File: src/hw/rtl/bor_pkg.sv
`timescale 1ns / 1ps
// ----------------------------------------------------------------------------
// Bitmap overlap rename package
// Shared widths, constants, the queue word type, the sequencer states and a
// trailing-zero count used by the front and back parts.
// ----------------------------------------------------------------------------
package bor_pkg;

    localparam int WORD_W     = 32;
    localparam int OCC_W      = 64;
    localparam int BASE_W     = 20;
    localparam int CNT_W      = 7;
    localparam int ONES_W     = 6;
    localparam int MAX_W      = 19;
    localparam int LIM_W      = 13;
    localparam int LIMIT_ADD  = 63 + 1;
    localparam int LIMIT_CAP  = 4096;
    localparam int BASE_RESET = 1;
    localparam int TOP_BIT    = WORD_W - 1;
    localparam logic [MAX_W-1:0] MAX_SAT = '1;

    // One word as it travels from the front part to the back part.
    typedef struct packed {
        logic [WORD_W-1:0]       word;
        logic signed [CNT_W-1:0] cnt;
        logic                    nz;
        logic                    last;
        logic                    start;
    } t_work;

    // Back part sequencer states.
    typedef enum logic [2:0] {
        BS_IDLE,
        BS_SLIDE,
        BS_DRAIN,
        BS_MERGE,
        BS_PACK,
        BS_EMIT
    } t_back_state;

    // Trailing-zero count of a 32-bit word as a five-step binary search.
    // An all-zero word counts as 32.
    function automatic logic [ONES_W-1:0] ctz32(input logic [WORD_W-1:0] v);
        logic [WORD_W-1:0] x;
        logic [ONES_W-1:0] n;
        x = v;
        n = '0;
        if (v == '0) begin
            n = ONES_W'(WORD_W);
        end else begin
            if (x[15:0] == '0) begin
                n[4] = 1'b1;
                x    = x >> 16;
            end
            if (x[7:0] == '0) begin
                n[3] = 1'b1;
                x    = x >> 8;
            end
            if (x[3:0] == '0) begin
                n[2] = 1'b1;
                x    = x >> 4;
            end
            if (x[1:0] == '0) begin
                n[1] = 1'b1;
                x    = x >> 2;
            end
            if (x[0] == 1'b0) begin
                n[0] = 1'b1;
            end
        end
        return n;
    endfunction

endpackage

File: src/hw/rtl/bor_channels.sv
`timescale 1ns / 1ps
// ----------------------------------------------------------------------------
// Bitmap overlap rename channels
// Valid/ready interfaces for the bitmap words in and the rename words out.
// ----------------------------------------------------------------------------
interface bor_in_if;
    import bor_pkg::*;

    logic              valid;
    logic              ready;
    logic [WORD_W-1:0] bitmap_word;
    logic              last_word;
    logic              start_round;

    modport source (output valid, output bitmap_word, output last_word,
                    output start_round, input ready);
    modport sink   (input valid, input bitmap_word, input last_word,
                    input start_round, output ready);
endinterface

interface bor_out_if;
    import bor_pkg::*;

    logic                     valid;
    logic                     ready;
    logic signed [BASE_W-1:0] rename_base;
    logic                     base_written;
    logic [MAX_W-1:0]         max_base;
    logic [LIM_W-1:0]         name_limit;

    modport source (output valid, output rename_base, output base_written,
                    output max_base, output name_limit, input ready);
    modport sink   (input valid, input rename_base, input base_written,
                    input max_base, input name_limit, output ready);
endinterface

File: src/hw/rtl/bitmap_overlap_rename_unit.sv
`timescale 1ns / 1ps
// ----------------------------------------------------------------------------
// Bitmap overlap rename unit
// Gives each nonzero bitmap word a rename base by packing its set bits
// against a 64-bit occupancy shifter, and tracks the maximum base.
//
//   Channel  Dir  Fields
//   i_in     in   bitmap_word[31:0], last_word, start_round
//   o_out    out  rename_base[19:0] (signed), base_written, max_base[18:0],
//                 name_limit[12:0]
//
// A zero word goes from idle straight to emit. A nonzero word passes the
// slide steps, one place each, then drain steps if it still collides with
// its top bit set, then merge, pack and emit in the back sequencer.
// Reset is synchronous; the unit takes words from the first cycle after it.
// A two-word queue lets the input run ahead while the sequencer works, and
// a finished word waits in the output register while the next is packed.
// ----------------------------------------------------------------------------
module bitmap_overlap_rename_unit (
    input  logic       i_clk,
    input  logic       i_rst_n,
    bor_in_if.sink     i_in,
    bor_out_if.source  o_out
);
    import bor_pkg::*;

    logic  push;
    logic  full;
    logic  pop;
    logic  head_valid;
    t_work entry;
    t_work head;

    // Front part: accept and normalise.
    bor_front u_front (
        .i_in    (i_in),
        .i_full  (full),
        .o_push  (push),
        .o_entry (entry)
    );

    // Queue between the two parts.
    bor_queue u_queue (
        .i_clk        (i_clk),
        .i_rst_n      (i_rst_n),
        .i_push       (push),
        .i_entry      (entry),
        .o_full       (full),
        .i_pop        (pop),
        .o_head       (head),
        .o_head_valid (head_valid)
    );

    // Back part: pack and report.
    bor_back u_back (
        .i_clk        (i_clk),
        .i_rst_n      (i_rst_n),
        .i_head       (head),
        .i_head_valid (head_valid),
        .o_pop        (pop),
        .o_out        (o_out)
    );

endmodule

File: src/hw/rtl/bor_front.sv
`timescale 1ns / 1ps
// ----------------------------------------------------------------------------
// Bitmap overlap rename front part
// Accepts bitmap words, classifies zero words and moves the set bits of a
// nonzero word down to bit 0, recording the shift as a negated offset.
// ----------------------------------------------------------------------------
module bor_front (
    bor_in_if.sink          i_in,
    input  logic            i_full,
    output logic            o_push,
    output bor_pkg::t_work  o_entry
);
    import bor_pkg::*;

    logic [ONES_W-1:0] tz;

    // The input side is ready whenever the queue has a free slot.
    assign i_in.ready = !i_full;
    assign o_push     = i_in.valid && !i_full;

    // Normalise the word and classify it.
    assign tz = ctz32(i_in.bitmap_word);

    always_comb begin
        o_entry.word  = i_in.bitmap_word >> tz[ONES_W-2:0];
        o_entry.cnt   = CNT_W'(-$signed({1'b0, tz}));
        o_entry.nz    = (i_in.bitmap_word != '0);
        o_entry.last  = i_in.last_word;
        o_entry.start = i_in.start_round;
    end

endmodule

File: src/hw/rtl/bor_queue.sv
`timescale 1ns / 1ps
// ----------------------------------------------------------------------------
// Bitmap overlap rename queue
// Two-entry queue between the front and back parts so that each may stall
// on its own.
// ----------------------------------------------------------------------------
module bor_queue (
    input  logic            i_clk,
    input  logic            i_rst_n,
    input  logic            i_push,
    input  bor_pkg::t_work  i_entry,
    output logic            o_full,
    input  logic            i_pop,
    output bor_pkg::t_work  o_head,
    output logic            o_head_valid
);
    import bor_pkg::*;

    t_work      r_mem [2];
    logic       r_wptr;
    logic       r_rptr;
    logic [1:0] r_count;

    assign o_full       = (r_count == 2'd2);
    assign o_head_valid = (r_count != 2'd0);
    assign o_head       = r_mem[r_rptr];

    // Entry storage.
    always_ff @(posedge i_clk) begin
        if (i_push) begin
            r_mem[r_wptr] <= i_entry;
        end
    end

    // Pointers and fill count.
    always_ff @(posedge i_clk) begin
        if (!i_rst_n) begin
            r_wptr  <= 1'b0;
            r_rptr  <= 1'b0;
            r_count <= 2'd0;
        end else begin
            if (i_push) begin
                r_wptr <= !r_wptr;
            end
            if (i_pop) begin
                r_rptr <= !r_rptr;
            end
            if (i_push && !i_pop) begin
                r_count <= r_count + 2'd1;
            end else if (i_pop && !i_push) begin
                r_count <= r_count - 2'd1;
            end
        end
    end

endmodule

File: src/hw/rtl/bor_back.sv
`timescale 1ns / 1ps
// ----------------------------------------------------------------------------
// Bitmap overlap rename back part
// Sequencer that slides each word against the occupancy shifter one place a
// cycle, drains the shifter on a collision, merges and packs, and keeps the
// running maximum. Results wait in an output register.
// ----------------------------------------------------------------------------
module bor_back (
    input  logic            i_clk,
    input  logic            i_rst_n,
    input  bor_pkg::t_work  i_head,
    input  logic            i_head_valid,
    output logic            o_pop,
    bor_out_if.source       o_out
);
    import bor_pkg::*;

    t_back_state             r_state;
    t_back_state             n_state;
    logic [OCC_W-1:0]        r_occ;
    logic [BASE_W-1:0]       r_base;
    logic [BASE_W-1:0]       r_max;
    logic [WORD_W-1:0]       r_w;
    logic signed [CNT_W-1:0] r_cnt;
    logic                    r_last;
    logic                    r_nz;
    logic [BASE_W-1:0]       r_rb;
    logic [ONES_W-1:0]       r_ones;

    logic                    r_out_valid;
    logic [BASE_W-1:0]       r_o_rb;
    logic                    r_o_wr;
    logic [MAX_W-1:0]        r_o_max;
    logic [LIM_W-1:0]        r_o_lim;

    logic                    fits_slide;
    logic [OCC_W-1:0]        occ_dr;
    logic                    fits_drain;
    logic [OCC_W-1:0]        occ_m;
    logic                    out_free;
    logic                    out_load;
    logic [BASE_W-1:0]       n_max;
    logic [MAX_W-1:0]        max_sat;
    logic [LIM_W-1:0]        lim;

    // Collision checks against the low half of the shifter.
    assign fits_slide = ((r_occ[WORD_W-1:0] & r_w) == '0);
    assign occ_dr     = r_occ >> 1;
    assign fits_drain = ((occ_dr[WORD_W-1:0] & r_w) == '0);
    assign occ_m      = r_occ | {{(OCC_W-WORD_W){1'b0}}, r_w};

    // Running maximum and the result fields derived from it.
    assign out_free = !r_out_valid || o_out.ready;
    assign n_max    = (r_last && (r_base > r_max)) ? r_base : r_max;
    assign max_sat  = (n_max > BASE_W'(MAX_SAT)) ? MAX_SAT : n_max[MAX_W-1:0];
    assign lim      = (n_max > BASE_W'(LIMIT_CAP - LIMIT_ADD)) ? LIM_W'(LIMIT_CAP)
                      : LIM_W'(n_max[LIM_W-1:0] + LIM_W'(LIMIT_ADD));

    // Next state.
    always_comb begin
        n_state = r_state;
        unique case (r_state)
            BS_IDLE: begin
                if (i_head_valid) begin
                    n_state = i_head.nz ? BS_SLIDE : BS_EMIT;
                end
            end
            BS_SLIDE: begin
                if (fits_slide) begin
                    n_state = BS_MERGE;
                end else if (r_w[TOP_BIT]) begin
                    n_state = BS_DRAIN;
                end
            end
            BS_DRAIN: begin
                if (fits_drain) begin
                    n_state = BS_MERGE;
                end
            end
            BS_MERGE: n_state = BS_PACK;
            BS_PACK:  n_state = BS_EMIT;
            BS_EMIT: begin
                if (out_free) begin
                    n_state = BS_IDLE;
                end
            end
            default: n_state = BS_IDLE;
        endcase
    end

    // Control outputs of the sequencer.
    always_comb begin
        o_pop    = (r_state == BS_IDLE) && i_head_valid;
        out_load = (r_state == BS_EMIT) && out_free;
    end

    // State register.
    always_ff @(posedge i_clk) begin
        if (!i_rst_n) begin
            r_state <= BS_IDLE;
        end else begin
            r_state <= n_state;
        end
    end

    // Packing state: shifter, base and running maximum.
    always_ff @(posedge i_clk) begin
        if (!i_rst_n) begin
            r_occ  <= '0;
            r_base <= BASE_W'(BASE_RESET);
            r_max  <= '0;
        end else begin
            unique case (r_state)
                BS_IDLE: begin
                    if (o_pop && i_head.start) begin
                        r_max <= '0;
                    end
                end
                BS_DRAIN: begin
                    r_occ  <= occ_dr;
                    r_base <= r_base + BASE_W'(1);
                end
                BS_MERGE: begin
                    r_occ <= occ_m;
                end
                BS_PACK: begin
                    r_occ  <= r_occ >> r_ones;
                    r_base <= r_base + BASE_W'(r_ones);
                end
                BS_EMIT: begin
                    if (out_load && r_last) begin
                        r_max  <= n_max;
                        r_occ  <= '0;
                        r_base <= BASE_W'(BASE_RESET);
                    end
                end
                default: begin
                end
            endcase
        end
    end

    // Working word, offset and merge results.
    always_ff @(posedge i_clk) begin
        if (o_pop) begin
            r_w    <= i_head.word;
            r_cnt  <= i_head.cnt;
            r_last <= i_head.last;
            r_nz   <= i_head.nz;
        end else if (r_state == BS_SLIDE && !fits_slide && !r_w[TOP_BIT]) begin
            r_w   <= r_w << 1;
            r_cnt <= r_cnt + CNT_W'(1);
        end
        if (r_state == BS_MERGE) begin
            r_rb   <= r_base + {{(BASE_W-CNT_W){r_cnt[CNT_W-1]}}, r_cnt};
            r_ones <= ctz32(~occ_m[WORD_W-1:0]);
        end
    end

    // Output register.
    always_ff @(posedge i_clk) begin
        if (!i_rst_n) begin
            r_out_valid <= 1'b0;
        end else if (out_load) begin
            r_out_valid <= 1'b1;
        end else if (o_out.ready) begin
            r_out_valid <= 1'b0;
        end
    end

    always_ff @(posedge i_clk) begin
        if (out_load) begin
            r_o_rb  <= r_nz ? r_rb : '0;
            r_o_wr  <= r_nz;
            r_o_max <= max_sat;
            r_o_lim <= lim;
        end
    end

    assign o_out.valid        = r_out_valid;
    assign o_out.rename_base  = $signed(r_o_rb);
    assign o_out.base_written = r_o_wr;
    assign o_out.max_base     = r_o_max;
    assign o_out.name_limit   = r_o_lim;

`ifndef ASSERT_OFF
    // A word entering the slide phase has been normalised to bit 0.
    a_norm: assert property (@(posedge i_clk) disable iff (!i_rst_n)
        (r_state == BS_SLIDE && $past(r_state) == BS_IDLE) |-> r_w[0])
        else $error("unnormalised word entered the slide phase");

    // Each slide step moves the word up by one; check that it is counted.
    a_slide: assert property (@(posedge i_clk) disable iff (!i_rst_n)
        (r_state == BS_SLIDE && !fits_slide && !r_w[TOP_BIT])
        |=> (r_cnt == CNT_W'($past(r_cnt) + CNT_W'(1))))
        else $error("slide step lost the offset count");

    // Each drain step advances the base by one.
    a_drain: assert property (@(posedge i_clk) disable iff (!i_rst_n)
        (r_state == BS_DRAIN) |=> (r_base == BASE_W'($past(r_base) + BASE_W'(1))))
        else $error("drain step did not advance the base");

    // A final word restarts the packing.
    a_restart: assert property (@(posedge i_clk) disable iff (!i_rst_n)
        (out_load && r_last) |=> (r_occ == '0 && r_base == BASE_W'(BASE_RESET)))
        else $error("packing not restarted after a final word");
`endif

endmodule

File: src/flat_wrapper.sv
// flat-port wrapper written by rule: the top's interface ports become plain ports
module bitmap_overlap_rename_unit_flat import bor_pkg::*;
  (i_clk, i_rst_n, i_in_valid, i_in_bitmap_word, i_in_last_word, i_in_start_round, i_in_ready, o_out_valid, o_out_rename_base, o_out_base_written, o_out_max_base, o_out_name_limit, o_out_ready);
  bor_in_if i_in_i ();
  bor_out_if o_out_i ();
  input  logic i_clk;
  input  logic i_rst_n;
  input wire logic [$bits(i_in_i.valid)-1:0] i_in_valid;
  input wire logic [$bits(i_in_i.bitmap_word)-1:0] i_in_bitmap_word;
  input wire logic [$bits(i_in_i.last_word)-1:0] i_in_last_word;
  input wire logic [$bits(i_in_i.start_round)-1:0] i_in_start_round;
  output wire logic [$bits(i_in_i.ready)-1:0] i_in_ready;
  output wire logic [$bits(o_out_i.valid)-1:0] o_out_valid;
  output wire logic [$bits(o_out_i.rename_base)-1:0] o_out_rename_base;
  output wire logic [$bits(o_out_i.base_written)-1:0] o_out_base_written;
  output wire logic [$bits(o_out_i.max_base)-1:0] o_out_max_base;
  output wire logic [$bits(o_out_i.name_limit)-1:0] o_out_name_limit;
  input wire logic [$bits(o_out_i.ready)-1:0] o_out_ready;
  assign i_in_i.valid = i_in_valid;
  assign i_in_i.bitmap_word = i_in_bitmap_word;
  assign i_in_i.last_word = i_in_last_word;
  assign i_in_i.start_round = i_in_start_round;
  assign i_in_ready = i_in_i.ready;
  assign o_out_valid = o_out_i.valid;
  assign o_out_rename_base = o_out_i.rename_base;
  assign o_out_base_written = o_out_i.base_written;
  assign o_out_max_base = o_out_i.max_base;
  assign o_out_name_limit = o_out_i.name_limit;
  assign o_out_i.ready = o_out_ready;
  bitmap_overlap_rename_unit u_core (.i_clk(i_clk), .i_rst_n(i_rst_n), .i_in(i_in_i), .o_out(o_out_i));
endmodule
File: config.mk
export PLATFORM = sky130hd
export DESIGN_NAME = bitmap_overlap_rename_unit_flat
export DESIGN_NICKNAME = d
export VERILOG_FILES = /design/src/hw/rtl/bor_pkg.sv /design/src/hw/rtl/bor_channels.sv /design/src/hw/rtl/bitmap_overlap_rename_unit.sv /design/src/hw/rtl/bor_front.sv /design/src/hw/rtl/bor_queue.sv /design/src/hw/rtl/bor_back.sv /design/src/flat_wrapper.sv
export SDC_FILE = /design/constraint.sdc
export NUM_CORES = 1
export LEC_CHECK = 0
export BUFFER_PORTS_ARGS = -buffer_cell sky130_fd_sc_hd__buf_2
export CORE_MARGIN = 8
export CORE_UTILIZATION = 45
export DETAILED_ROUTE_END_ITERATION = 10
export SYNTH_ARGS = -nofsm -noshare
export SYNTH_HDL_FRONTEND = slang
export SYNTH_HIERARCHICAL = 1
export SYNTH_SLANG_ARGS = --single-unit
File: constraint.sdc
create_clock -name i_clk -period 10.04 [get_ports i_clk]
set_input_delay 0.502 -clock i_clk [delete_from_list [all_inputs] [get_ports i_clk]]
set_output_delay 0.502 -clock i_clk [all_outputs]
set_load 0.02 [all_outputs]
==> run metrics <==
Hold Crit Start i_in_start_round; per-cell routed wire length 24.4 um; top cell type's share of synthesized area 0.287; RSZ-0062 raised after global routing no; clk slew on worst S/H paths 60 ps; fmax 234 MHz; port bufs 92; placed insts 2,717; syn nets 2,238; buffer count from post-CTS setup fixing 0; distinct cell type count after synthesis 105; design area 23,300 um2; number of synthesized register bits 317; CP required 10,280 ps; Post-synth ARST share 0; final layout net count 2,231; peak supply drop 0.205 mV; share of cells above drive strength 1 0.194; Synth-to-Final Area Change 9.05%; Root Driver clkbuf_16; H-tree levels 2; GPL Wtd Cong 0.967; Hold Path Depth 1; cell count after synthesis 2,148; Area after DPL 22,000 um2; CTS tree done; Pwr Density 252 nW/um2; Worst Tran Pin Value 1340 ps; crit share post-route 0.425; Synth Area per Inst 9.95 um2; dpl hpwl 49,100 um; YS warnings 6; met2 GRT Util 0.375; fin util 0.492; leading area contributor after synthesis edfxtp_1; first-pass GRT wire length 105,000 um; Netlist Area Pre-Place 21,400 um2; drt drc 0; outcome finished clean; final hold vios 0; Reg2Reg Capture Point u_core/u_back/r_occ[21]; Post-synth EDFFs 204; largest net degree at the start of global routing 67; synth cell count leaders nand2_1, edfxtp_1, nor2_1, a21oi_1, mux2i_1; P_leak 8.60 nW; initial DRC count 1,923; GRT Overall Usage 0.245; die footprint 54,700 um2; crit path time final 4270 ps; r2r setup slk 5880 ps; predominant post-synthesis flop cell edfxtp_1; kind of critical path input pin to flip-flop; Crit Path Max Fanout 20; setup TNS 0 ps; worst reg2reg startpoint u_core/u_back/r_state[1]; Worst R2R Path Depth 9; clk sinks 317; core area 47,300 um2; vias post-DR 17,814; GRT met3 Usage 0.0471; Starting Density 0.451; Routed Antenna Nets 0; endpoints failing setup 0; Worst EP arrival 4510 ps; Worst Setup End Kind flip-flop; die height 234 um; skew final 29.0 ps; most frequent cell after synthesis nand2_1; largest cells by area after synthesis edfxtp_1, dfxtp_1, mux4_2, mux2_2, mux2i_1; Top-Level Pins 93; vias per cell 6.39; Post-CTS Resized 0; Pins Over Slew Limit 0; Worst-Skew Late Latency 570 ps; global-route met1 utilization 0.339; row count 80; post-route insts no fill 2,786; number of fill cells 4,332; min-delay worst type input pin to flip-flop; number of global-route vias before repair 17,217; crit path launch type input pin; hold worst-path end u_core/u_queue/r_mem[1][0]; clock buffer depth 3; total power 5.87 mW; GRT busiest layer met2; sequential element share of the synthesized area 0.392; Num CTS Buffers 37; Max-Cap Viols 0; Die Span X 234 um; Post-Route WL 68,000 um; initial antenna violation count 1; hold buffers post-CTS 0; gr ovfl total 0; max_slew headroom 0.0997; Pre-antenna DRT Iters 7
## where the power goes
group	internal [mW]	leakage (nW)	switching, mW	total, mW
Combinational	0.898	5.17	1.27	2.17
Sequential	1.78	2.77	0.445	2.23
Clock	0.905	0.653	0.564	1.47
## sequential cells by signal (all words and copies together), names as in the netlist, 13 cells and up, named ones only
| register | flops |
|---|---|
| u_core/u_back/r_base | 20 |
| u_core/u_back/r_rb | 20 |
| u_core/u_back/r_max | 20 |
| u_core/u_back/o_out.name_limit | 13 |
| u_core/u_back/r_occ | 64 |
| u_core/u_back/o_out.max_base | 19 |
| u_core/u_queue/r_mem | 84 |
| u_core/u_back/o_out.rename_base | 20 |
| u_core/u_back/r_w | 32 |
## cells in the final DEF (no fill, tap or decap), types with 37 or more instances in the layout
cell type  count
inv_1         48
nand3_1       53
and2_1        38
buf_2         92
nand2_1      253
o21ai_0      100
nor2_1       170
a21oi_1      122
mux2i_1      120
clkbuf_16     37
mux4_2        63
ha_1          50
mux2_2       111
edfxtp_1     204
xnor2_1       39
dfxtp_1      112
## cell type report
type,instances,area [um2],share of cell area
clock buffer,42,965,0.0414
timing repair buffer,119,663,0.0285
sequential,317,8390,0.360
antenna,1,2.50,0.000107
clock inverter,26,355,0.0152
multi-input combinational,1613,12000,0.513
inverter,53,199,0.00854
tap,615,769,0.0330
## worst max-delay path by stage
stage                                  start                                 to  slack [ps]  cells after the start
floorplan           u_core/u_back/r_state[1]            u_core/u_back/r_max[10]        5440                     10
global placement         i_in_bitmap_word[9]        u_core/u_queue/r_mem[0][26]        5370                     12
detailed placement       i_in_bitmap_word[1]        u_core/u_queue/r_mem[0][26]        5380                     10
CTS                  u_core/u_back/r_max[19]  u_core/u_back/o_out.name_limit[9]        5870                     15
global route             i_in_bitmap_word[8]        u_core/u_queue/r_mem[1][11]        5600                     10
finish                   i_in_bitmap_word[1]        u_core/u_queue/r_mem[1][14]        5770                     10
## routing by layer
layer,part of all wire,vias up
met2,0.44,840
li1,-,8081
met5,0,-
met4,0.042,0
met1,0.44,8707
met3,0.083,186
## stage by stage
stage	worst slack (ps)	hold WS, ps
floorplan	5440	446
global placement	5370	453
detailed placement	5380	459
CTS	5870	128
global route	5600	142
finish	5770	151
## critical path: stages
cell and delay [ps]:
buf_2 130, or4_4 570, o41ai_2 350, a31oi_1 480, o21a_2 330, nor2_4 610, inv_2 380, o221ai_1 710
o22a_1 250, o221ai_1 150
## cell families (layout without fill, tap and decap cells)
logic type	Yosys count	after routing	synth area share
and+or+nand+nor	682	682	0.151
AOI/OAI and AO/OA	525	525	0.168
DFF	317	317	0.392
muxes	302	302	0.187
buffers and inverters	218	240	0.0491
adders and majority gates	52	52	0.0311
xor gates and xnor gates	52	52	0.0213
other	0	1	0
Note: power is estimated with default switching activity, not from simulation.
